File: src/hw/rtl/arct_pkg.sv
package arct_pkg;

  localparam int unsigned AngleW   = 32;
  localparam int unsigned HeightW  = 23;
  localparam int unsigned LevelsW  = 4;
  localparam int unsigned OutW     = 48;
  localparam int unsigned StatusW  = 2;
  localparam int unsigned TanW     = 57;  // signed Q24.32 held in 57 bits
  localparam int unsigned DivW     = 64;  // divider quotient/operand width

  localparam logic [AngleW-1:0]  AngleMaxCode = 32'd1503238553;
  localparam logic [HeightW-1:0] HeightReset  = 23'd98304;
  localparam logic [LevelsW-1:0] LevelsReset  = 4'd8;

  localparam logic [DivW-1:0] TanMax  = 64'h007F_FFFF_FFFF_FFFF;
  localparam logic [DivW-1:0] TanMinM = 64'h0080_0000_0000_0000;
  localparam logic [DivW-1:0] OutMax  = 64'h0000_FFFF_FFFF_FFFF;

  localparam logic [StatusW-1:0] StatusOk        = 2'd0;
  localparam logic [StatusW-1:0] StatusAlphaBad  = 2'd1;
  localparam logic [StatusW-1:0] StatusBetaBad   = 2'd2;

  localparam logic CfgIdxHeight = 1'b0;
  localparam logic CfgIdxLevels = 1'b1;

  // Divider operand selection.
  localparam logic [2:0] DivStart  = 3'd0;  // a*4 / (2n+1)
  localparam logic [2:0] DivKOverA = 3'd1;  // k*2^62 / a
  localparam logic [2:0] DivRecip  = 3'd2;  // 2^64 / |y|
  localparam logic [2:0] DivDist   = 3'd3;  // h*2^32 / T

  typedef struct packed {
    logic       div_go;
    logic [2:0] div_op;
    logic       sel_beta;
    logic       tan_init;
    logic       lvl_sub;
    logic       lvl_recip;
    logic       dist_save;
    logic       tan_save_a;
    logic       mul_go;
    logic       fin;
  } arct_cmd_t;

  typedef struct packed {
    logic div_done;
    logic mul_done;
    logic lvl_last;
  } arct_sts_t;

endpackage

File: src/hw/rtl/arct_div.sv
module arct_div import arct_pkg::*; (
  input  logic            clk_i,
  input  logic            rst_ni,
  input  logic            go_i,
  input  logic [127:0]    num_i,
  input  logic [DivW-1:0] den_i,
  input  logic [DivW-1:0] lim_i,
  output logic            done_o,
  output logic [DivW-1:0] quo_o
);
  // Restoring divider, one numerator bit a cycle; result clamped to lim.
  logic [127:0]    num_q, num_d;
  logic [DivW:0]   rem_q, rem_d;
  logic [DivW-1:0] den_q, den_d, lim_q, lim_d;
  logic [DivW-1:0] quo_q, quo_d;
  logic            ovf_q, ovf_d;
  logic [7:0]      cnt_q, cnt_d;
  logic            busy_q, busy_d, done_q, done_d;
  logic [DivW+1:0] trial;

  always_comb begin
    num_d = num_q; rem_d = rem_q; den_d = den_q; lim_d = lim_q;
    quo_d = quo_q; ovf_d = ovf_q; cnt_d = cnt_q; busy_d = busy_q; done_d = 1'b0;
    trial = '0;
    if (go_i) begin
      num_d = num_i; den_d = den_i; lim_d = lim_i; rem_d = '0; quo_d = '0;
      ovf_d = 1'b0; cnt_d = 8'd128; busy_d = 1'b1;
    end else if (busy_q) begin
      trial = {rem_q, num_q[127]} - {2'b00, den_q};
      num_d = {num_q[126:0], 1'b0};
      if (!trial[DivW+1]) begin
        rem_d = trial[DivW:0];
      end else begin
        rem_d = {rem_q[DivW-1:0], num_q[127]};
      end
      ovf_d = ovf_q | quo_q[DivW-1];
      quo_d = {quo_q[DivW-2:0], ~trial[DivW+1]};
      cnt_d = cnt_q - 8'd1;
      if (cnt_q == 8'd1) begin
        busy_d = 1'b0;
        done_d = 1'b1;
      end
    end
  end

  always_ff @(posedge clk_i or negedge rst_ni) begin
    if (!rst_ni) begin
      busy_q <= 1'b0; done_q <= 1'b0; cnt_q <= '0;
    end else begin
      busy_q <= busy_d; done_q <= done_d; cnt_q <= cnt_d;
    end
  end

  always_ff @(posedge clk_i) begin
    num_q <= num_d; rem_q <= rem_d; den_q <= den_d; lim_q <= lim_d;
    quo_q <= quo_d; ovf_q <= ovf_d;
  end

  assign done_o = done_q;
  assign quo_o  = (den_q == '0 || ovf_q || quo_q > lim_q) ? lim_q : quo_q;
endmodule

File: src/hw/rtl/arct_datapath.sv
module arct_datapath import arct_pkg::*; (
  input  logic               clk_i,
  input  logic               rst_ni,
  input  logic               load_i,
  input  logic [AngleW-1:0]  alpha_i,
  input  logic [AngleW-1:0]  beta_i,
  input  logic [HeightW-1:0] height_i,
  input  logic [LevelsW-1:0] levels_i,
  input  arct_cmd_t          cmd_i,
  output arct_sts_t          sts_o,
  output logic [OutW-1:0]    distance_o,
  output logic [OutW-1:0]    height_o
);
  logic [AngleW-1:0]  alpha_q, beta_q, ang;
  logic [HeightW-1:0] h_q;
  logic [LevelsW-1:0] n_q, lvl_q, lvl_d;
  logic [TanW-1:0]    val_q, val_d, y_q, y_d, ta_q, ta_d;
  logic [OutW-1:0]    dist_q, dist_d;
  logic [OutW-1:0]    obj_q, obj_d;
  logic [127:0]       num;
  logic [DivW-1:0]    den, lim, quo;
  logic               div_done;
  logic [TanW:0]      diff;
  logic [DivW-1:0]    ymag;

  // Multiplier: tangent magnitude times the distance, one 16-bit digit at a time over three digits.
  logic [2:0]         mcnt_q, mcnt_d;
  logic               mbusy_q, mbusy_d, mdone_q, mdone_d;
  logic [63:0]        tmag_q, tmag_d;
  logic [111:0]       acc_q, acc_d;
  logic [15:0]        mdig;
  logic [71:0]        pp;
  logic               tneg_q, tneg_d;
  logic [111:0]       prod;
  logic [OutW:0]      m48, sum;

  assign ang = cmd_i.sel_beta ? beta_q : alpha_q;
  assign ymag = y_q[TanW-1] ? DivW'(-$signed(y_q)) : DivW'(y_q);

  always_comb begin
    num = '0; den = '0; lim = TanMax;
    case (cmd_i.div_op)
      DivStart: begin
        num = 128'({ang, 2'b00});
        den = 64'({n_q, 1'b1});
      end
      DivKOverA: begin
        num = 128'({lvl_q, 1'b0} - 5'd1) << 62;
        den = 64'(ang);
      end
      DivRecip: begin
        num = 128'd1 << 64;
        den = ymag;
        lim = y_q[TanW-1] ? TanMinM : TanMax;
      end
      DivDist: begin
        num = 128'(h_q) << 32;
        den = 64'(ta_q);
        lim = OutMax;
      end
      default: ;
    endcase
  end

  arct_div u_div (
    .clk_i, .rst_ni, .go_i(cmd_i.div_go), .num_i(num), .den_i(den),
    .lim_i(lim), .done_o(div_done), .quo_o(quo)
  );

  always_comb begin
    val_d = val_q; y_d = y_q; lvl_d = lvl_q; ta_d = ta_q; dist_d = dist_q;
    diff = '0;
    if (cmd_i.tan_init) begin
      val_d = TanW'(quo);
      lvl_d = n_q;
    end
    if (cmd_i.lvl_sub) begin
      diff = {1'b0, TanW'(quo)} - {val_q[TanW-1], val_q};
      if (!diff[TanW] && diff[TanW-1:TanW-2] != 2'b00) y_d = TanW'(TanMax);
      else if (diff[TanW] && diff[TanW-1:TanW-2] != 2'b11) y_d = ~TanW'(TanMax);
      else y_d = diff[TanW-1:0];
    end
    if (cmd_i.lvl_recip) begin
      if (y_q == '0) val_d = TanW'(TanMax);
      else if (y_q[TanW-1]) val_d = TanW'(-$signed({1'b0, quo[TanW-2:0]}))
                                  | (quo[TanW-1] ? {1'b1, {(TanW-1){1'b0}}} : '0);
      else val_d = TanW'(quo);
      lvl_d = lvl_q - 4'd1;
    end
    if (cmd_i.tan_save_a) ta_d = val_q;
    if (cmd_i.dist_save) dist_d = ta_q[TanW-1] || ta_q == '0 ? OutW'(OutMax) : OutW'(quo);
  end

  // tan(beta)*dist/2^32 via three 16-bit digits of dist.
  assign mdig = dist_q[16*mcnt_q[1:0] +: 16];
  assign pp   = 72'(tmag_q) * 72'(mdig);
  always_comb begin
    mcnt_d = mcnt_q; mbusy_d = mbusy_q; mdone_d = 1'b0;
    tmag_d = tmag_q; acc_d = acc_q; tneg_d = tneg_q;
    if (cmd_i.mul_go) begin
      tneg_d = val_q[TanW-1];
      tmag_d = val_q[TanW-1] ? 64'(-$signed(val_q)) : 64'(val_q);
      acc_d = '0; mcnt_d = 3'd0; mbusy_d = 1'b1;
    end else if (mbusy_q) begin
      acc_d = acc_q + (112'(pp) << (16*mcnt_q[1:0]));
      mcnt_d = mcnt_q + 3'd1;
      if (mcnt_q == 3'd2) begin
        mbusy_d = 1'b0;
        mdone_d = 1'b1;
      end
    end
  end

  assign prod = acc_q;
  assign m48 = prod[111:80] != '0 ? {1'b0, OutMax[OutW-1:0]} : {1'b0, prod[79:32]};
  assign sum = tneg_q ? ({1'b0, OutW'(h_q)} - m48) : (m48 + OutW'(h_q));

  always_comb begin
    obj_d = obj_q;
    if (mdone_q) begin
      if (tneg_q) obj_d = m48 >= (OutW+1)'(h_q) ? '0 : sum[OutW-1:0];
      else obj_d = sum[OutW] ? OutMax[OutW-1:0] : sum[OutW-1:0];
    end
  end

  always_ff @(posedge clk_i or negedge rst_ni) begin
    if (!rst_ni) begin
      mbusy_q <= 1'b0; mdone_q <= 1'b0; mcnt_q <= '0;
    end else begin
      mbusy_q <= mbusy_d; mdone_q <= mdone_d; mcnt_q <= mcnt_d;
    end
  end

  always_ff @(posedge clk_i) begin
    if (load_i) begin
      alpha_q <= alpha_i; beta_q <= beta_i; h_q <= height_i; n_q <= levels_i;
    end
    val_q <= val_d; y_q <= y_d; lvl_q <= lvl_d; ta_q <= ta_d;
    dist_q <= dist_d; obj_q <= obj_d; tmag_q <= tmag_d; acc_q <= acc_d;
    tneg_q <= tneg_d;
  end

  assign sts_o.div_done = div_done;
  assign sts_o.mul_done = mdone_q;
  assign sts_o.lvl_last = (lvl_q == '0);
  assign distance_o = dist_q;
  assign height_o   = obj_q;
endmodule

File: src/hw/rtl/arct_ctrl.sv
module arct_ctrl import arct_pkg::*; (
  input  logic      clk_i,
  input  logic      rst_ni,
  input  logic      start_i,
  input  logic      ok_i,
  input  logic      beta_i,
  input  arct_sts_t sts_i,
  output logic      busy_o,
  output logic      load_o,
  output arct_cmd_t cmd_o
);
  localparam logic [3:0] SIdle = 4'd0, SChk = 4'd1, SInit = 4'd2, SKa = 4'd3,
                         SRec = 4'd4, SDist = 4'd5, SMul = 4'd6, SDone = 4'd7,
                         SInitW = 4'd8, SKaW = 4'd9, SRecW = 4'd10, SDistW = 4'd11,
                         SMulW = 4'd12, SMulF = 4'd13;
  logic [3:0] st_q, st_d;
  logic       b_q, b_d, bp_q, bp_d;

  always_comb begin
    st_d = st_q; b_d = b_q; bp_d = bp_q; cmd_o = '0; load_o = 1'b0;
    cmd_o.sel_beta = b_q;
    case (st_q)
      SIdle: if (start_i) begin
        load_o = 1'b1; bp_d = beta_i; b_d = 1'b0; st_d = SChk;
      end
      SChk: st_d = ok_i ? SInit : SDone;
      SInit: begin
        cmd_o.div_go = 1'b1; cmd_o.div_op = DivStart; st_d = SInitW;
      end
      SInitW: begin
        cmd_o.div_op = DivStart;
        if (sts_i.div_done) begin
          cmd_o.tan_init = 1'b1; st_d = SKa;
        end
      end
      SKa: if (sts_i.lvl_last) begin
        if (!b_q) begin
          cmd_o.tan_save_a = 1'b1; st_d = SDist;
        end else st_d = SMul;
      end else begin
        cmd_o.div_go = 1'b1; cmd_o.div_op = DivKOverA; st_d = SKaW;
      end
      SKaW: begin
        cmd_o.div_op = DivKOverA;
        if (sts_i.div_done) begin
          cmd_o.lvl_sub = 1'b1; st_d = SRec;
        end
      end
      SRec: begin
        cmd_o.div_go = 1'b1; cmd_o.div_op = DivRecip; st_d = SRecW;
      end
      SRecW: begin
        cmd_o.div_op = DivRecip;
        if (sts_i.div_done) begin
          cmd_o.lvl_recip = 1'b1; st_d = SKa;
        end
      end
      SDist: begin
        cmd_o.div_go = 1'b1; cmd_o.div_op = DivDist; st_d = SDistW;
      end
      SDistW: begin
        cmd_o.div_op = DivDist;
        if (sts_i.div_done) begin
          cmd_o.dist_save = 1'b1;
          if (bp_q) begin
            b_d = 1'b1; st_d = SInit;
          end else st_d = SDone;
        end
      end
      SMul: begin
        cmd_o.mul_go = 1'b1; st_d = SMulW;
      end
      SMulW: if (sts_i.mul_done) st_d = SMulF;
      SMulF: st_d = SDone;
      SDone: begin
        cmd_o.fin = 1'b1; st_d = SIdle;
      end
      default: st_d = SIdle;
    endcase
  end

  always_ff @(posedge clk_i or negedge rst_ni) begin
    if (!rst_ni) begin
      st_q <= SIdle; b_q <= 1'b0; bp_q <= 1'b0;
    end else begin
      st_q <= st_d; b_q <= b_d; bp_q <= bp_d;
    end
  end

  assign busy_o = (st_q != SIdle);

  a_fin_busy: assert property (@(posedge clk_i) disable iff (!rst_ni)
    cmd_o.fin |-> busy_o) else $error("finish outside a job");
  a_start_idle: assert property (@(posedge clk_i) disable iff (!rst_ni)
    load_o |=> busy_o) else $error("job not started");
  a_fin_idle: assert property (@(posedge clk_i) disable iff (!rst_ni)
    cmd_o.fin |=> !busy_o) else $error("not idle after finish");
endmodule

File: src/hw/rtl/angle_rangefinder_cfrac_tan.sv
// Run time grows with the level count n, and a beta angle adds a second pass through
// the levels and a multiply; a rejected angle skips the divider and gives its result early.
// All divisions run on the one shared bit-serial divider, which sets the pace.
// Throughput: one measurement at a time; the next word may start while done_o is high.
// done_o is high for one cycle and the results hold until the next finish; the receiver cannot stall.
// Reset (rst_ni, asynchronous) returns the registers to 1.5 m and 8 levels.
module angle_rangefinder_cfrac_tan import arct_pkg::*; (
  input  logic               clk_i,
  input  logic               rst_ni,
  input  logic               start,
  output logic               busy,
  input  logic [AngleW-1:0]  alpha_angle_i,
  input  logic [AngleW-1:0]  beta_angle_i,
  input  logic               beta_present_i,
  input  logic               cfg_valid_i,
  output logic               cfg_ready_o,
  input  logic               cfg_index_i,
  input  logic [31:0]        cfg_data_i,
  output logic               done_o,
  output logic [OutW-1:0]    distance_o,
  output logic [OutW-1:0]    object_height_o,
  output logic               height_valid_o,
  output logic [StatusW-1:0] status_o
);
  logic [HeightW-1:0] height_q;
  logic [LevelsW-1:0] levels_q;
  logic [StatusW-1:0] st_q, st_d;
  logic               bp_q, load;
  arct_cmd_t          cmd;
  arct_sts_t          sts;
  logic [OutW-1:0]    dp_distance, obj;
  logic               a_ok, b_ok;

  assign cfg_ready_o = 1'b1;
  always_ff @(posedge clk_i or negedge rst_ni) begin
    if (!rst_ni) begin
      height_q <= HeightReset; levels_q <= LevelsReset;
    end else if (cfg_valid_i) begin
      if (cfg_index_i == CfgIdxHeight) height_q <= cfg_data_i[HeightW-1:0];
      else levels_q <= cfg_data_i[LevelsW-1:0];
    end
  end

  assign a_ok = alpha_angle_i != '0 && alpha_angle_i <= AngleMaxCode;
  assign b_ok = !beta_present_i || (beta_angle_i != '0 && beta_angle_i <= AngleMaxCode);
  assign st_d = !a_ok ? StatusAlphaBad : (!b_ok ? StatusBetaBad : StatusOk);

  always_ff @(posedge clk_i or negedge rst_ni) begin
    if (!rst_ni) begin
      st_q <= StatusOk; bp_q <= 1'b0; done_o <= 1'b0;
    end else begin
      if (load) begin
        st_q <= st_d; bp_q <= beta_present_i;
      end
      done_o <= cmd.fin;
    end
  end

  arct_ctrl u_ctrl (
    .clk_i, .rst_ni, .start_i(start), .ok_i(st_q == StatusOk), .beta_i(beta_present_i),
    .sts_i(sts), .busy_o(busy), .load_o(load), .cmd_o(cmd)
  );

  arct_datapath u_dp (
    .clk_i, .rst_ni, .load_i(load), .alpha_i(alpha_angle_i), .beta_i(beta_angle_i),
    .height_i(height_q), .levels_i(levels_q), .cmd_i(cmd), .sts_o(sts),
    .distance_o(dp_distance), .height_o(obj)
  );

  always_ff @(posedge clk_i) begin
    if (cmd.fin) begin
      distance_o      <= (st_q == StatusOk) ? dp_distance : '0;
      object_height_o <= (st_q == StatusOk && bp_q) ? obj : '0;
      height_valid_o  <= (st_q == StatusOk) && bp_q;
      status_o        <= st_q;
    end
  end
endmodule

File: config.mk
export PLATFORM = sky130hd
export DESIGN_NAME = angle_rangefinder_cfrac_tan
export DESIGN_NICKNAME = d
export VERILOG_FILES = /design/src/hw/rtl/arct_pkg.sv /design/src/hw/rtl/arct_div.sv /design/src/hw/rtl/arct_datapath.sv /design/src/hw/rtl/arct_ctrl.sv /design/src/hw/rtl/angle_rangefinder_cfrac_tan.sv
export SDC_FILE = /design/constraint.sdc
export NUM_CORES = 2
export LEC_CHECK = 0
export ABC_AREA = 1
export BUFFER_PORTS_ARGS = -buffer_cell sky130_fd_sc_hd__buf_2
export CORE_MARGIN = 3
export CORE_UTILIZATION = 30
export DETAILED_ROUTE_END_ITERATION = 8
export MAX_ROUTING_LAYER = met4
export RECOVER_POWER = 100
export SETUP_SLACK_MARGIN = 0.5
export SYNTH_ARGS = -nofsm -noshare
export SYNTH_HDL_FRONTEND = slang
export SYNTH_SLANG_ARGS = --single-unit
File: constraint.sdc
create_clock -name clk_i -period 14.5 [get_ports clk_i]
set_input_delay 0.725 -clock clk_i [delete_from_list [all_inputs] [get_ports clk_i]]
set_output_delay 0.725 -clock clk_i [all_outputs]
set_load 0.03 [all_outputs]
; Word level (Yosys, flattened, before mapping)
; Cells that the tools add are included.
[totals]
regBits = 1076
in_bits = 102
output_inout_bits = 102
[classes]
n_addsub = 12
multipliers = 1
order_cmp = 4
eq_ne = 25
shift = 2
muxes = 71
n_bitwise = 4
reduce_logical = 36
[op_table]
columns = op, count
row1 = one-hot mux 128 bit (4 select lines), 1
row2 = 2-to-1 mux 57 bit, 7
row3 = 2-to-1 mux 128 bit, 2
row4 = one-hot mux 64 bit (4 select lines), 1
row5 = 2-to-1 mux 48 bit, 4
row6 = negation 57 -> 64 bit, 2
row7 = one-hot mux 64 bit (2 select lines), 1
row8 = zero test 57 bit, 2
row9 = adder 112 bit, 1
row10 = 2-to-1 mux 56 bit, 2
row11 = << shifter 72 x 6 -> 112 bit, 1
row12 = nonzero test 32 bit, 3
row13 = multiplier 64 x 16 -> 72 bit, 1
row14 = subtractor 66 x 64 -> 66 bit, 1
row15 = 2-to-1 mux 65 bit, 1
row16 = > comparator 64 bit, 1
row17 = "<= comparator 32 x 31 -> 1 bit, second input constant", 2
row18 = zero test 64 bit, 1
row19 = 2-to-1 mux 64 bit, 1
row20 = subtractor 57 x 58 -> 58 bit, 1
row21 = negation 56 -> 57 bit, 1
row22 = OR 57 bit, 1
row23 = adder 49 x 23 -> 49 bit, 1
row24 = greater-or-equal comparator 49 x 23 -> 1 bit, 1
row25 = 40 further kinds, 115

; Logic depth before layout (Yosys ltp)
[depth]
ltp_word = 9
mapped_depth = 59
mapped_depth_nobuf = 56

; By module
; Synthesis repeated with hierarchy kept, for this count alone.
[hier_totals]
hier_cells = 14877
area_unflattened_um2 = 107061.4
[by_module_without_submodules]
columns = module, n_inst, cells_each, area_per_inst_um2
row1 = arct_datapath, 1, 11025, 77196.5
row2 = arct_div, 1, 3220, 23716.5
row3 = angle_rangefinder_cfrac_tan, 1, 529, 5556.6
row4 = arct_ctrl, 1, 103, 591.8

; Worst setup path before layout
; Ideal clock, no wire load.
[synth_path]
kind = reg-to-reg
start = register u_dp.mcnt_q[0]
end = register u_dp.acc_q[93]
setup_time_ns = 0.112
t_arrival_ns = 9.210
required_ns = 14.388
setup_slack_ns = 5.178
stages_incl_launch_ff = 50
n_path_buf = 3
cell_sequence = dfrtp_1 clkinv_1 clkbuf_1 clkbuf_1 a21oi_1 o21ai_0 o21ai_1 inv_1 clkbuf_1 nor2_1 fa_1 inv_1 fa_1 fa_1 fa_1 inv_1 fa_1 inv_1 (+14 left out) ha_1 nand2_1 nor2_1 inv_1 nor2_1 inv_1 nor4_1 nand3_1 nand3_1 nand2_1 o211ai_1 a21boi_0 o21ai_0 nand3_1 nand3_1 nand3_1 nand2_1 inv_1
[synth_between]
elab_chain_len = 4
[synth_rtl]
columns = element, line_no
row1 = from (decl), arct_datapath.sv:27  ; logic [2:0] mcnt_q, mcnt_d;
row2 = from (signal assigned), arct_datapath.sv:130  ; mbusy_q <= mbusy_d; mdone_q <= mdone_d; mcnt_q <= mcnt_d;
row3 = variable part select 48 x 7 -> 16 bit, arct_datapath.sv:95  ; assign mdig = dist_q[16*mcnt_q[1:0] +: 16];
row4 = multiplier 64 x 16 -> 72 bit, arct_datapath.sv:96  ; assign pp = 72'(tmag_q) * 72'(mdig);
row5 = << shifter 72 x 6 -> 112 bit (*), arct_datapath.sv:105  ; acc_d = acc_q + (112'(pp) << (16*mcnt_q[1:0]));
row6 = adder 112 bit (*), arct_datapath.sv:105
row7 = to (signal assigned), arct_datapath.sv:139  ; dist_q <= dist_d; obj_q <= obj_d; tmag_q <= tmag_d; acc_q <= acc_d;
row8 = to (decl), arct_datapath.sv:30  ; logic [111:0] acc_q, acc_d;
; Mark *: on every way between the ends. The rest lies on a longest branch, timed or not.
; A chain may end at the register's enable or synchronous reset.

; Final worst setup path
[layout_path]
start = register u_dp.mcnt_q[1]
end = register u_dp.acc_q[99]
; The elaborated chain is that of the path after synthesis.

==> metrics.txt <==
Starting Density=0.302; Ys Warns=0; # DRC=0; post-synthesis cell area=0.0964 sq mm; hold crit path type=in2reg; Seq cells post-synth=1,012; RR Startpoint=u_dp.mcnt_q[1]; placed instance count=between 15,000 and 20,000; total global-route track usage=0.212; Area growth, synth to finish=9.37%; status=finished, violations left; Leak=around 0.048 uW; Max Slew Vio Count=1,605; area share of the largest cell type after synthesis=0.224; Peak VDD IR=0.101 mV; Final Hold Viols=0; kind of critical path=reg2reg; HP Start=beta_angle_i[10]; final wirelength=347,000 um; clock sink count=slightly above 1,000; worst clock skew=0.0868 ns; full die area=between 0.3 and 0.4 sq mm; Syn Inst Count=12,500; CTS tree=built; I/O Pins=204; CTS Buffer Depth=3; multi-input gate area in the final layout=0.0580 sq mm; endpoints failing setup=0; Core Box Area=~0.32 sq mm; DR vias/cell=around 5; routed vias=84,600; Hold-fix buffers, CTS=0; largest net degree at the start of global routing=148; Async SR Flop Fraction=0.0504; final period utilization=0.931; CP Max Fanout=33; dpl hpwl=282,000 um; Horiz. Die Dim=573 um; most frequent cell on the critical path=inv_1; Final Util=0.331; vias in the first global route=between 80,000 and 90,000; slowest cell on the critical path=inv_1; H-tree Lvls=3; initial antenna violation count=19; remaining antenna violation count after routing=0; WHS=around 0.18 ns; max_slew headroom=-4.68; layout cells sized above 1=0.0325; failing checks=max-capacitance violations, max-slew violations; unrepaired setup endpoints after global routing=false; minimum clock period=13.51 ns; Worst Setup SP=u_dp.mcnt_q[1]; post-CTS setup buffers=0; post-cts sizing count=0; WL per Instance=20.5 um; Fill cells=34,300; Row Count=approximately 210; # nets final=13,900; top cells by area, synth=edfxtp_1, fa_1, inv_1; Final Non-Filler Cells=16,900; Setup TNS=0 ns; Critical Path RT=around 15 ns; Cell variety after synth=76; Worst-path clk slew=0.07 ns; Synth area leader=edfxtp_1; IO Port Bufs=193; Power, Total=6030 uW; Die Y=approximately 570 um; share of the yosys chip area belonging to registers=0.288; Slew @ Worst Pin=8.51 ns; GR Overflow Total=0; root buffer cell=clkbuf_16; Mean Syn Cell Area=7.68 sq um; Worst setup SP type=flip-flop; Post-synth EDFFs=719; PD cells=57.2 mW/mm^2; first-pass GRT wire length=about 520,000 um; FF+latch area=0.0277 sq mm; Primary FF master, synth=edfxtp_1; CP arrival=14.13 ns; GP Congestion=between 1 and 1.5; DR pass1 iterations=6; largest stage delay on the critical path=slightly below 0.9 ns; Worst setup EP type=flip-flop; TritonCTS Buffers=105; fmax=between 0.07 and 0.08 GHz; initial drt markers=7,497; Max-cap violations=30; worst skew pair latency=about 0.75 ns
metrics by stage:
step	area [sq um]	worst slack [ns]
floorplan	96400	5.18
global placement	102000	1.93
detailed placement	102000	1.80
CTS	106000	1.83
global route	105000	0.716
finish	105000	0.994
cell families (layout without fill, tap and decap cells):
logic type,after synthesis,after routing,synth area share
mux,27,27,0.00305
fa+ha+maj,1305,1305,0.235
simple gates,4916,4916,0.209
xor+xnor,342,342,0.0311
flops,1012,1012,0.288
other cells,2,34,0.0000779
compound gates,2078,2078,0.122
buf+inv,2863,2936,0.113
synthesized netlist by cell type, types with 85 or more instances:
cell type  instances
edfxtp_1         719
xor2_1           216
ha_1             460
nand3_1          526
a31oi_1          109
fa_1             845
nand4_1          106
nor4_1            86
nand2_1         2373
xnor2_1          126
clkbuf_1         339
inv_1           2419
a21oi_1          727
nor3_1           107
o21ai_0          757
o211ai_1          85
nor2_1          1615
dfxtp_1          242
power by group:
group	internal, uW	switching [uW]	leakage (uW)	total, uW
clock network	1630	1280	0.00176	2910
logic	17.0	27.1	0.0383	44.1
registers	3080	6.60	0.00828	3080
flip-flops by register name (all words and copies together), names as in the netlist, 57 cells and up:
register	flops
u_dp.u_div.num_q	126
u_dp.acc_q	112
u_dp.u_div.rem_q	65
u_dp.tmag_q	64
u_dp.u_div.den_q	64
u_dp.u_div.quo_q	64
u_dp.ta_q	57
u_dp.val_q	57
u_dp.y_q	57
metal layers:
metal,up-vias,track usage,wire length [um]
met5,-,-,0
met4,0,0.0945,18700
met3,579,0.0224,21200
met2,2955,0.328,155000
met1,41100,0.281,152000
li1,40000,-,-
cell type report:
class	instances	share of cell area
Sequential cell	1012	0.263
Tap cell	4284	0.0508
Clock inverter	69	0.00782
Inverter	2441	0.0870
Clock buffer	130	0.0269
Multi-Input combinational cell	8684	0.550
Antenna cell	18	0.000427
Timing Repair Buffer	296	0.0135
worst paths after layout:
path                                  endpoint  slack [ns]  cells after the start
min                            u_dp.beta_q[10]        0.18                      1
min in group asynchronous  u_dp.u_div.cnt_q[0]        1.19                      2
max in group asynchronous       u_dp.mcnt_q[1]       10.84                      2
max                             u_dp.acc_q[99]        0.99                     44
max reg2reg                     u_dp.acc_q[99]        0.99                     44
min reg2reg                       u_dp.h_q[19]        0.45                      0
placed cells by master (no fill, tap or decap), types with 242 or more instances in the layout:
master	netlist	final
a21oi_1	727	728
dfxtp_1	242	242
edfxtp_1	719	719
fa_1	845	845
ha_1	460	460
inv_1	2419	2417
nand2_1	2373	2375
nand3_1	526	526
nor2_1	1615	1612
o21ai_0	757	760
critical path, delay by kind of cell (launching register included):
| kind | cells | cell delay [ns] |
|---|---|---|
| flops | 1 | 0.67 |
| compound gates | 10 | 3.57 |
| simple gates | 15 | 2.05 |
| xor+xnor | 1 | 0.44 |
| fa+ha+maj | 8 | 3.90 |
| buf+inv | 10 | 2.82 |
No activity file was read; power rests on OpenSTA's default activity.
